## src/hdl/rse_pkg.sv

```systemverilog
// Package of the RPN stack evaluator: sizes, token and status codes, beat types
// and the command/status structs between controller and datapath. No dependencies.
package rse_pkg;

    // Sizes of the operand stack and the fixed-point format.
    localparam int STACK_DEPTH = 16;
    localparam int FRAC_BITS   = 16;
    localparam int DATA_W      = 32;
    localparam int PTR_W       = $clog2(STACK_DEPTH);
    localparam int DEPTH_W     = $clog2(STACK_DEPTH + 1);
    localparam int NUM_W       = DATA_W + FRAC_BITS;
    localparam int CNT_W       = $clog2(NUM_W + 1);

    // Token codes.
    localparam logic [2:0] CMD_PUSH    = 3'd0;
    localparam logic [2:0] CMD_ADD     = 3'd1;
    localparam logic [2:0] CMD_SUB     = 3'd2;
    localparam logic [2:0] CMD_MUL     = 3'd3;
    localparam logic [2:0] CMD_DIV     = 3'd4;
    localparam logic [2:0] CMD_FINISH  = 3'd5;

    // Result status codes.
    localparam logic [2:0] STS_OK      = 3'd0;
    localparam logic [2:0] STS_FINAL   = 3'd1;
    localparam logic [2:0] STS_INVALID = 3'd2;
    localparam logic [2:0] STS_DIVZERO = 3'd3;
    localparam logic [2:0] STS_BADOP   = 3'd4;
    localparam logic [2:0] STS_FULL    = 3'd5;

    // Depth thresholds.
    localparam logic [DEPTH_W-1:0] DEPTH_FULL = DEPTH_W'(STACK_DEPTH);
    localparam logic [DEPTH_W-1:0] DEPTH_ONE  = DEPTH_W'(1);
    localparam logic [DEPTH_W-1:0] DEPTH_TWO  = DEPTH_W'(2);

    // One input beat.
    typedef struct packed {
        logic [2:0]               cmd;
        logic signed [DATA_W-1:0] operand;
    } in_t;

    // One result beat.
    typedef struct packed {
        logic [2:0]               status;
        logic signed [DATA_W-1:0] result_value;
        logic [DEPTH_W-1:0]       depth_now;
    } out_t;

    // Commands from the controller to the datapath.
    typedef struct packed {
        logic capture;
        logic read;
        logic exec;
        logic div_start;
        logic commit;
    } dp_cmd_t;

    // Status from the datapath to the controller.
    typedef struct packed {
        logic div_go;
        logic div_busy;
    } dp_stat_t;

endpackage

```

## src/hdl/rse_divider.sv

```systemverilog
// Restoring unsigned divider, one quotient bit per cycle, for the evaluator.
// Depends on rse_pkg for NUM_W, DATA_W and CNT_W.
module rse_divider import rse_pkg::*; (
    input  logic              aclk,
    input  logic              aresetn,
    input  logic              start,
    input  logic [NUM_W-1:0]  dividend,
    input  logic [DATA_W-1:0] divisor,
    output logic              busy,
    output logic [NUM_W-1:0]  quotient
);

    logic [DATA_W-1:0] rem_reg, rem_next;
    logic [NUM_W-1:0]  quo_reg, quo_next;
    logic [DATA_W-1:0] div_reg;
    logic [CNT_W-1:0]  cnt_reg;
    logic              busy_reg;
    logic [DATA_W:0]   shifted;
    logic [DATA_W:0]   diff;
    logic              fits;

    // One restoring step: shift in the next dividend bit and try the subtraction.
    always_comb begin
        shifted  = {rem_reg, quo_reg[NUM_W-1]};
        diff     = shifted - {1'b0, div_reg};
        fits     = (shifted >= {1'b0, div_reg});
        rem_next = fits ? diff[DATA_W-1:0] : shifted[DATA_W-1:0];
        quo_next = {quo_reg[NUM_W-2:0], fits};
    end

    // Iteration control and operand registers.
    always_ff @(posedge aclk) begin
        if (!aresetn) begin
            busy_reg <= 1'b0;
            cnt_reg  <= '0;
        end else if (start) begin
            busy_reg <= 1'b1;
            cnt_reg  <= CNT_W'(NUM_W);
        end else if (busy_reg) begin
            cnt_reg <= cnt_reg - CNT_W'(1);
            if (cnt_reg == CNT_W'(1)) begin
                busy_reg <= 1'b0;
            end
        end
    end

    always_ff @(posedge aclk) begin
        if (start) begin
            rem_reg <= '0;
            quo_reg <= dividend;
            div_reg <= divisor;
        end else if (busy_reg) begin
            rem_reg <= rem_next;
            quo_reg <= quo_next;
        end
    end

    assign busy     = busy_reg;
    assign quotient = quo_reg;

endmodule

```

## src/hdl/rse_datapath.sv

```systemverilog
// Datapath of the evaluator: operand stack memory, depth, operand registers,
// multiplier, adder, divider and the result register. Depends on rse_pkg and rse_divider.
module rse_datapath import rse_pkg::*; (
    input  logic     aclk,
    input  logic     aresetn,
    input  in_t      s_data,
    input  dp_cmd_t  dp_cmd_i,
    output dp_stat_t dp_stat_o,
    output out_t     m_data
);

    localparam logic signed [DATA_W-1:0] VAL_MAX = {1'b0, {(DATA_W-1){1'b1}}};
    localparam logic signed [DATA_W-1:0] VAL_MIN = {1'b1, {(DATA_W-1){1'b0}}};
    localparam logic signed [63:0] WIDE_MAX = 64'(VAL_MAX);
    localparam logic signed [63:0] WIDE_MIN = 64'(VAL_MIN);
    localparam logic [NUM_W-1:0] QUO_LIM = NUM_W'({1'b1, {(DATA_W-1){1'b0}}});

    logic signed [DATA_W-1:0] mem [STACK_DEPTH];
    in_t                      tok_reg;
    logic [DEPTH_W-1:0]       depth_reg;
    logic signed [DATA_W-1:0] a_reg, b_reg;
    logic signed [63:0]       prod_reg;
    out_t                     out_reg;

    logic [DEPTH_W-1:0] top_idx, sec_idx;
    logic [PTR_W-1:0]   top_ptr, sec_ptr, push_ptr;
    logic signed [63:0] prod, prod_shift;
    logic signed [DATA_W:0] sum_w, dif_w;
    logic signed [DATA_W-1:0] add_val, sub_val, mul_val, div_val, op_val;
    logic [DATA_W-1:0]  mag_a, mag_b;
    logic [NUM_W-1:0]   quotient, quo_sat;
    logic [DATA_W-1:0]  quo_mag;
    logic               div_neg, div_busy, two_ops;

    logic [2:0]               status_n;
    logic signed [DATA_W-1:0] value_n, wr_data;
    logic [DEPTH_W-1:0]       depth_n;
    logic                     wr_en;
    logic [PTR_W-1:0]         wr_ptr;

    // Stack pointers derived from the current depth.
    assign top_idx  = depth_reg - DEPTH_ONE;
    assign sec_idx  = depth_reg - DEPTH_TWO;
    assign top_ptr  = top_idx[PTR_W-1:0];
    assign sec_ptr  = sec_idx[PTR_W-1:0];
    assign push_ptr = depth_reg[PTR_W-1:0];
    assign two_ops  = (depth_reg >= DEPTH_TWO);

    // Token capture, operand fetch and product register.
    always_ff @(posedge aclk) begin
        if (dp_cmd_i.capture) begin
            tok_reg <= s_data;
        end
        if (dp_cmd_i.read) begin
            a_reg <= mem[sec_ptr];
            b_reg <= mem[top_ptr];
        end
        if (dp_cmd_i.exec) begin
            prod_reg <= prod;
        end
    end

    // Add and subtract saturate on a sign-bit mismatch of the 33-bit result.
    always_comb begin
        sum_w   = {a_reg[DATA_W-1], a_reg} + {b_reg[DATA_W-1], b_reg};
        dif_w   = {a_reg[DATA_W-1], a_reg} - {b_reg[DATA_W-1], b_reg};
        add_val = (sum_w[DATA_W] != sum_w[DATA_W-1])
                  ? (sum_w[DATA_W] ? VAL_MIN : VAL_MAX) : sum_w[DATA_W-1:0];
        sub_val = (dif_w[DATA_W] != dif_w[DATA_W-1])
                  ? (dif_w[DATA_W] ? VAL_MIN : VAL_MAX) : dif_w[DATA_W-1:0];
    end

    // Multiply: the arithmetic shift rounds toward minus infinity, then saturate.
    assign prod       = a_reg * b_reg;
    assign prod_shift = prod_reg >>> FRAC_BITS;
    always_comb begin
        if (prod_shift > WIDE_MAX) begin
            mul_val = VAL_MAX;
        end else if (prod_shift < WIDE_MIN) begin
            mul_val = VAL_MIN;
        end else begin
            mul_val = prod_shift[DATA_W-1:0];
        end
    end

    // Divide on magnitudes; the sign is applied after the quotient is clamped.
    assign mag_a   = a_reg[DATA_W-1] ? DATA_W'(-a_reg) : DATA_W'(a_reg);
    assign mag_b   = b_reg[DATA_W-1] ? DATA_W'(-b_reg) : DATA_W'(b_reg);
    assign div_neg = a_reg[DATA_W-1] ^ b_reg[DATA_W-1];

    rse_divider u_div (
        .aclk     (aclk),
        .aresetn  (aresetn),
        .start    (dp_cmd_i.div_start),
        .dividend (NUM_W'(mag_a) << FRAC_BITS),
        .divisor  (mag_b),
        .busy     (div_busy),
        .quotient (quotient)
    );

    always_comb begin
        quo_sat = (quotient > QUO_LIM) ? QUO_LIM : quotient;
        quo_mag = quo_sat[DATA_W-1:0];
        if (div_neg) begin
            div_val = DATA_W'(-quo_mag);
        end else if (quo_mag[DATA_W-1]) begin
            div_val = VAL_MAX;
        end else begin
            div_val = quo_mag;
        end
    end

    // Select the arithmetic result of a binary operator.
    always_comb begin
        case (tok_reg.cmd)
            CMD_ADD: op_val = add_val;
            CMD_SUB: op_val = sub_val;
            CMD_MUL: op_val = mul_val;
            CMD_DIV: op_val = div_val;
            default: op_val = '0;
        endcase
    end

    // Outcome of the token: status, new depth, reported value and stack write.
    always_comb begin
        status_n = STS_OK;
        value_n  = '0;
        depth_n  = '0;
        wr_en    = 1'b0;
        wr_ptr   = sec_ptr;
        wr_data  = op_val;
        case (tok_reg.cmd)
            CMD_PUSH: begin
                if (depth_reg >= DEPTH_FULL) begin
                    status_n = STS_FULL;
                    value_n  = b_reg;
                    depth_n  = depth_reg;
                end else begin
                    wr_en    = 1'b1;
                    wr_ptr   = push_ptr;
                    wr_data  = tok_reg.operand;
                    value_n  = tok_reg.operand;
                    depth_n  = depth_reg + DEPTH_ONE;
                end
            end
            CMD_FINISH: begin
                if (depth_reg != DEPTH_ONE) begin
                    status_n = STS_INVALID;
                end else begin
                    status_n = STS_FINAL;
                    value_n  = b_reg;
                end
            end
            CMD_ADD, CMD_SUB, CMD_MUL, CMD_DIV: begin
                if (!two_ops) begin
                    status_n = STS_INVALID;
                end else if (tok_reg.cmd == CMD_DIV && b_reg == '0) begin
                    status_n = STS_DIVZERO;
                end else begin
                    wr_en   = 1'b1;
                    value_n = op_val;
                    depth_n = depth_reg - DEPTH_ONE;
                end
            end
            default: begin
                status_n = two_ops ? STS_BADOP : STS_INVALID;
            end
        endcase
    end

    // Stack memory write.
    always_ff @(posedge aclk) begin
        if (dp_cmd_i.commit && wr_en) begin
            mem[wr_ptr] <= wr_data;
        end
    end

    // Depth register and result register.
    always_ff @(posedge aclk) begin
        if (!aresetn) begin
            depth_reg <= '0;
        end else if (dp_cmd_i.commit) begin
            depth_reg <= depth_n;
        end
    end

    always_ff @(posedge aclk) begin
        if (dp_cmd_i.commit) begin
            out_reg.status       <= status_n;
            out_reg.result_value <= value_n;
            out_reg.depth_now    <= depth_n;
        end
    end

    assign dp_stat_o.div_go   = (tok_reg.cmd == CMD_DIV) && two_ops && (b_reg != '0);
    assign dp_stat_o.div_busy = div_busy;
    assign m_data             = out_reg;

endmodule

```

## src/hdl/rse_ctrl.sv

```systemverilog
// Controller of the evaluator: sequences fetch, execute, divide and write back,
// and owns the handshakes. Depends on rse_pkg.
module rse_ctrl import rse_pkg::*; (
    input  logic     aclk,
    input  logic     aresetn,
    input  logic     s_valid,
    output logic     s_ready,
    output logic     m_valid,
    input  logic     m_ready,
    input  dp_stat_t dp_stat_i,
    output dp_cmd_t  dp_cmd_o
);

    typedef enum logic [2:0] {
        S_IDLE,
        S_READ,
        S_EXEC,
        S_DIVIDE,
        S_WRITE
    } state_t;

    state_t state_reg, state_next;
    logic   m_valid_reg, m_valid_next;
    logic   out_free;

    // The result register is free when empty or being drained this cycle.
    assign out_free = !m_valid_reg || m_ready;

    // Next state and datapath commands.
    always_comb begin
        state_next         = state_reg;
        dp_cmd_o           = '0;
        m_valid_next       = m_valid_reg && !m_ready;
        case (state_reg)
            S_IDLE: begin
                if (s_valid) begin
                    dp_cmd_o.capture = 1'b1;
                    state_next       = S_READ;
                end
            end
            S_READ: begin
                dp_cmd_o.read = 1'b1;
                state_next    = S_EXEC;
            end
            S_EXEC: begin
                dp_cmd_o.exec = 1'b1;
                if (dp_stat_i.div_go) begin
                    dp_cmd_o.div_start = 1'b1;
                    state_next         = S_DIVIDE;
                end else begin
                    state_next = S_WRITE;
                end
            end
            S_DIVIDE: begin
                if (!dp_stat_i.div_busy) begin
                    state_next = S_WRITE;
                end
            end
            S_WRITE: begin
                if (out_free) begin
                    dp_cmd_o.commit = 1'b1;
                    m_valid_next    = 1'b1;
                    state_next      = S_IDLE;
                end
            end
            default: begin
                state_next = S_IDLE;
            end
        endcase
    end

    // State and registered output valid.
    always_ff @(posedge aclk) begin
        if (!aresetn) begin
            state_reg   <= S_IDLE;
            m_valid_reg <= 1'b0;
        end else begin
            state_reg   <= state_next;
            m_valid_reg <= m_valid_next;
        end
    end

    assign s_ready = (state_reg == S_IDLE);
    assign m_valid = m_valid_reg;

endmodule

```

## src/hdl/rpn_stack_evaluator.sv

```systemverilog
// Top level of the RPN stack evaluator: joins the controller and the datapath.
// Depends on rse_pkg, rse_ctrl and rse_datapath.
//
// Usage: tokens arrive on the s_ channel (s_valid/s_ready, payload s_data with cmd
// and a signed Q16.16 operand); every token produces exactly one result beat on the
// m_ channel (m_valid/m_ready, payload m_data with status, result_value, depth_now).
// The block works on one token at a time. After a token is accepted, the two top stack
// entries are fetched, the token is executed and its result is written back into the
// output register, and m_valid rises with it. A divide adds a wait in the divide state
// for the one-bit-per-cycle restoring divider over the 48-bit scaled dividend before the
// write back. s_ready is high again in the cycle in which the result beat first shows,
// so a new token can be accepted while the result still waits in the output register.
// If the receiver stalls, the next token runs up to write back and then waits there
// until the output register frees.
// Reset (aresetn low, synchronous) empties the stack and drops any pending result;
// the stack memory itself is not cleared, since entries above the depth are never used.
module rpn_stack_evaluator import rse_pkg::*; (
    input  logic aclk,
    input  logic aresetn,
    input  logic s_valid,
    output logic s_ready,
    input  in_t  s_data,
    output logic m_valid,
    input  logic m_ready,
    output out_t m_data
);

    dp_cmd_t  dp_cmd;
    dp_stat_t dp_stat;

    // Sequencing and handshakes.
    rse_ctrl u_ctrl (
        .aclk      (aclk),
        .aresetn   (aresetn),
        .s_valid   (s_valid),
        .s_ready   (s_ready),
        .m_valid   (m_valid),
        .m_ready   (m_ready),
        .dp_stat_i (dp_stat),
        .dp_cmd_o  (dp_cmd)
    );

    // Stack, arithmetic and result register.
    rse_datapath u_dp (
        .aclk      (aclk),
        .aresetn   (aresetn),
        .s_data    (s_data),
        .dp_cmd_i  (dp_cmd),
        .dp_stat_o (dp_stat),
        .m_data    (m_data)
    );

endmodule

```

## config.mk

```make
export PLATFORM = sky130hd
export DESIGN_NAME = rpn_stack_evaluator
export DESIGN_NICKNAME = d
export VERILOG_FILES = /design/src/hdl/rse_pkg.sv /design/src/hdl/rse_divider.sv /design/src/hdl/rse_datapath.sv /design/src/hdl/rse_ctrl.sv /design/src/hdl/rpn_stack_evaluator.sv
export SDC_FILE = /design/constraint.sdc
export NUM_CORES = 2
export LEC_CHECK = 0
export ABC_AREA = 1
export BUFFER_PORTS_ARGS = -buffer_cell sky130_fd_sc_hd__buf_4
export CORE_MARGIN = 2
export CORE_UTILIZATION = 43
export DETAILED_ROUTE_END_ITERATION = 12
export PLACE_DENSITY = 0.56
export RECOVER_POWER = 25
export SLEW_MARGIN = 30
export SYNTH_ARGS = -nofsm -noshare
export SYNTH_HDL_FRONTEND = slang
export SYNTH_SLANG_ARGS = --single-unit
```

## constraint.sdc

```tcl
create_clock -name aclk -period 25.1 [get_ports aclk]
set_clock_uncertainty 0.1 [all_clocks]
set_input_delay 3.765 -clock aclk [delete_from_list [all_inputs] [get_ports aclk]]
set_output_delay 3.765 -clock aclk [all_outputs]
set_load 0.01 [all_outputs]
```

**Word level (Yosys, flattened, before mapping)**

Memory sizes are Yosys's and may differ from the RTL's. A register that Yosys moved wholly into a read port is not among the register bits.
Cells that the tools add are included.

- $add $sub $neg: 10
- Multipliers: 1
- Order comparisons: 6
- Eq/ne operators: 16
- Muxes and demuxes: 59
- Bitwise gates (word level): 2
- Reduce and logical (&&, ||, !) cells: 16

Operator list:

| operator | count |
|---|---|
| $mux W32 | 16 |
| $pmux W32 S4 | 1 |
| $gt A48 B32 Y1 const B | 2 |
| $mux W48 | 2 |
| $neg A32 Y32 | 3 |
| $pmux W32 S3 | 1 |
| $mul A32 B32 Y64 | 1 |
| $mux W31 | 2 |
| $lt A48 B32 Y1 const B | 1 |
| $add A32 B32 Y33 | 1 |
| $ge A33 B32 Y1 | 1 |
| $sub A32 B32 Y33 | 1 |
| $logic_not A32 Y1 | 1 |
| $reduce_bool A32 Y1 | 1 |
| $sub A32 B32 Y32 | 1 |
| $mux W3 | 7 |
| $mux W1 | 16 |
| $mux W5 | 3 |
| $pmux W3 S5 | 1 |
| $eq A3 B2 Y1 const B | 4 |
| $mux W6 | 2 |
| $pmux W5 S2 | 1 |
| $eq A3 B3 Y1 const B | 3 |
| $pmux W3 S3 | 1 |
| other kinds (25) | 37 |

- Flip-flop bits (word level): 267
- Bits in writable memories: 512
- Input port bits: 39
- Output and inout bits: 42
- Memories: 1

Memory list:

| memory | words | width | rd ports | clocked after memory_dff | write ports | RTL line | text |
|---|---|---|---|---|---|---|---|
| u_dp.mem | 16 | 32 | 2 | 2 | 1 | rse_datapath.sv:18 | `logic signed [DATA_W-1:0] mem [STACK_DEPTH];` |

**Longest topological paths before layout**

- Word-level depth: 8
- Mapped depth: 33

**Hierarchy**

A second synthesis with hierarchy kept.

- Cells, all modules: 10223
- Area total of the unflattened synthesis: 85171.7 µm²

By module, submodules not included:

| module | instances | cells each | area each (µm²) |
|---|---|---|---|
| rse_datapath | 1 | 9139 | 77523.1 |
| rse_divider | 1 | 1041 | 7385.8 |
| rse_ctrl | 1 | 43 | 262.8 |

**Worst setup path after synthesis**

No wires, ideal clock.

- Path type: input to register
- Start point: input port m_ready
- End point: memory u_dp.mem[8][0], enable pin
- Setup time: 0.461 ns
- Data arrival time: 7.488 ns
- Required time: 24.539 ns
- Setup slack: 17.050 ns
- Stages on the path: 6
- Path buffers: 0
- Cell sequence: inv_1 -> nand2_1 -> nand2_1 -> inv_1 -> o21ai_1 -> nor3_1

RTL lines:

| element | RTL line | text |
|---|---|---|
| from (decl) | rpn_stack_evaluator.sv:24 | `input logic m_ready,` |
| to (decl) | rse_datapath.sv:18 |  |

**Final worst setup path**

- Start point: register u_dp.depth_reg[0]
- End point: register u_dp.b_reg[2] (read register of u_dp.mem), data pin

- Cells in the longest elaborated chain, start to end: 1

Ends and longest elaborated chain:

| element | RTL line | text |
|---|---|---|
| from (decl) | rse_datapath.sv:20 | `logic [DEPTH_W-1:0] depth_reg;` |
| from (signal assigned) | rse_datapath.sv:183 | `depth_reg <= depth_n;` |
| $sub A5 B1 Y5 | - |  |
| to (decl) | rse_datapath.sv:21 | `logic signed [DATA_W-1:0] a_reg, b_reg;` |

Every way passes these cells.
A chain may end at the register's enable or synchronous reset.

==> metrics.md <==
| Metric | Value |
|---|---|
| IO Port Bufs | 80 |
| WL/cell | 24.01 um |
| Number of buffers created by CTS | 97 |
| Standard-cell rows | 162 |
| Nets@finish | 11250 |
| Area contributors post-synth | edfxtp_1 27%, fa_1 26%, inv_1 9.6%, nand2_1 9.4%, ha_1 4.3% |
| Flip-flop count of the largest register, all copies and words added | 512 |
| Arr. time, crit path | between 10 and 15 ns |
| DR iter-0 viols | 7071 |
| Fraction of layout instances using a drive strength above 1 | 0.04981 |
| Core area | 195200 um^2 |
| Classification of the worst setup path | reg -> reg |
| Max-capacitance violation count | 19 |
| Net Count, Synth | 11480 |
| Instance count of the mapped netlist | 10060 |
| Area growth syn-to-layout | 7.392% |
| Endpoint of the worst-slack reg-to-reg timing path | u_dp.b_reg[2]$_DFFE_PP_ |
| Clock tree from TritonCTS | built |
| Detailed placement HPWL | between 200 and 250 mm |
| Synthesized area divided by synthesized cell count | 8.405 um^2 |
| Class of the tightest hold or removal check | reg -> reg |
| # IOs | 81 |
| Wire length after detailed routing | 301.2 mm |
| Failing checks | max-capacitance violations, max-slew violations |
| Critical path peak fanout | 114 |
| Number of detailed-route iterations in the first pass | 6 |
| Achievable clock frequency | 0.07851 GHz |
| Number of unique standard cell types used by synthesis | 60 |
| Pin count of the biggest net entering global routing | 206 |
| Number of endpoints failing setup at the final stage | 0 |
| Number of max-slew violations in the final report | 1194 |
| Hold Crit Start | u_dp.u_div.rem_reg[22]$_SDFFE_PP0P_ |
| Area of the die | 200300 um^2 |
| GRT Overall Usage | 0.3031 |
| First-pass GRT wire length | ~450 mm |
| Final critical delay including setup and external delays | 12.74 ns |
| Sequential area share after synthesis | 0.2860 |
| Resized cells post-CTS | 0 |
| Number of global-route vias before repair | 69850 |
| Critical Path Sink Type | register |
| Cell area after synthesis | around 85000 um^2 |
| Run status | finished, violations left |
| RSZ-0062 raised after global routing | false |
| Flops & latches, synth | 827 |
| Final hold violation count | 0 |
| GRT overflow | 0 |
| Total number of yosys warnings | 0 |
| Setup fix buffers added after clock tree synthesis | 0 |
| Worst-case hold path end point | u_dp.u_div.rem_reg[22]$_SDFFE_PP0P_ |
| Number of synthesized flops with an enable pin | 763 |
| Post-route ant nets | 0 |
| Cells on worst reg2reg path | 7 |
| Overall die width | 447.5 um |
| Top cell type by total area after synthesis | edfxtp_1 |
| Worst-path clk slew | about 0.06 ns |
| Setup TNS | 0 ns |
| Number of buffers inserted for hold repair after clock tree synthesis | 0 |
| Share of flip-flops with an asynchronous set or reset | 0 |
| Die Y | 447.5 um |
| Clk buf depth | 3 |
| WP data required | 25.52 ns |
| Worst slew margin relative to its limit | -2.175 |
| Number of antenna violations at the first check in global routing | 13 |
| Proportion of netlist area held by the largest area contributor | 0.2709 |
| CTS Root Cell | clkbuf_16 |
| Fraction of the cycle the final worst path needs | 0.5075 |
| Internal reg-to-reg setup slack | 12.36 ns |
| FILL cells | 18930 |
| Most common flop cell mapped by yosys | edfxtp_1 |
| Total clock sinks | 827 |
| Hold Crit Depth | 2 |
| Kind of launch point of the worst setup path | register |
| DRC | 0 |
| Starting density of the core | 0.4333 |
| Via total after detailed routing | 69070 |
| Critical R2R Launch | u_dp.depth_reg[0]$_SDFFE_PN0P_ |
| Post-detailed-route via-to-cell ratio | 5.506 |
| Later-pin clock latency in the skew report | 0.77 ns |
| Actual slew at the worst max-slew pin | 4.762 ns |
| Global placement routability congestion | 1.066 |
| CTS H-tree depth | 3 |
## area by class of cell
| type | count | area [um^2] | share of cell area |
|---|---|---|---|
| multi-input cells | 6490 | 50050 | 0.5510 |
| flip-flops and latches | 827 | 24190 | 0.2663 |
| well taps | 2624 | 3283 | 0.03614 |
| clock buffers | 116 | 2539 | 0.02795 |
| repair buffers | 252 | 1912 | 0.02105 |
| diodes | 4 | 10.01 | 0.0001102 |
| inverters | 2173 | 8169 | 0.08993 |
| clock inverters | 59 | 683.2 | 0.007521 |
## per-layer routing
layer / wire [um] / GRT usage / vias up
met3: 20620 / 0.03649 / 537
li1: - / - / 31040
met5: 13 / 0 / -
met4: 14140 / 0.1232 / 2
met1: 127400 / 0.4141 / 34800
met2: 139000 / 0.4900 / 2690
## how the worst max path moves through the flow
stage / from / endpoint / slack (ns)
3_3_place_gp: u_dp.a_reg[31]$_DFFE_PP_ / u_dp.prod_reg[60]$_DFFE_PN_ / 16.05
2_1_floorplan: m_ready / u_dp.mem[8][0]$_DFFE_PP_ / 17.05
6_report: u_dp.depth_reg[0]$_SDFFE_PN0P_ / u_dp.b_reg[2]$_DFFE_PP_ / 12.36
3_5_place_dp: u_dp.a_reg[31]$_DFFE_PP_ / u_dp.prod_reg[52]$_DFFE_PN_ / 16.13
4_1_cts: u_dp.a_reg[31]$_DFFE_PP_ / u_dp.prod_reg[54]$_DFFE_PN_ / 16.06
5_1_grt: u_dp.depth_reg[0]$_SDFFE_PN0P_ / u_dp.b_reg[6]$_DFFE_PP_ / 11.49
## synthesized netlist by cell type (9+ instances only)
library cell / number
buf_2: 56
nor4_1: 23
o22ai_1: 31
inv_1: 2160
a21oi_2: 12
buf_1: 49
nand3_1: 340
xor2_1: 142
nor2_2: 11
nand2_2: 21
a31oi_1: 29
nand2_1: 2119
buf_4: 18
o21bai_1: 17
edfxtp_1: 763
a22oi_1: 17
clkbuf_1: 436
or2_2: 12
o21ai_0: 618
o21ai_1: 35
xnor2_1: 47
o21a_1: 17
o221ai_1: 72
fa_1: 1084
dfxtp_1: 64
o41ai_1: 15
nand4_1: 68
o32ai_1: 33
nor3_1: 51
nand3b_1: 9
ha_1: 289
inv_2: 9
a21boi_0: 29
nor2_1: 575
o211ai_1: 150
a21oi_1: 548
## metrics by stage
step	hold WS (ns)	instances	setup slack (ns)	util	cell area (um^2)
after global routing	0.3962	12540	11.49	0.4653	90830
final	0.3707	12550	12.36	0.4654	90840
after detailed placement	0.3586	12360	16.13	0.4490	87640
after CTS	0.3741	12530	16.06	0.4655	90860
after global placement	0.3621	12350	16.05	0.4485	87540
after floorplan	0.3432	10060	17.05	-	84590
## cell families (layout without fill, tap and decap cells)
group,Yosys count,after routing,synth area share
AOI/OAI and AO/OA,1667,1667,0.1141
xor gates and xnor gates,189,189,0.01957
adders and majority gates,1373,1373,0.2993
buffers and inverters,2747,2600,0.1243
DFF,827,827,0.2860
other,0,4,0
and+or+nand+nor,3261,3261,0.1567
## cell usage in the layout, fill, tap and decap left out, drive strengths merged, types with 64 or more instances in the layout
cell type  synthesis  routed
nand4             70      70
nand2           2144    2144
dfxtp             64      64
xor2             142     142
nand3            343     343
fa              1084    1084
clkbuf           444     172
o21ai            660     660
o221ai            72      72
ha               289     289
inv             2169    2170
o211ai           150     150
edfxtp           763     763
a21oi            560     560
buf              130     196
nor2             587     587
## worst max-delay path: stages, from the launching register on
cell        delay, ns
dfxtp_1          1.10
clkinvlp_2       3.38
ha_1             3.39
clkbuf_1         3.14
o21ai_0          0.43
o32ai_1          0.31
o221ai_1         0.17
nand2_1          0.33
Power is left out: the tool's default activity adds up to more than one toggle a clock period on the data nets, which glitch-free logic cannot reach.
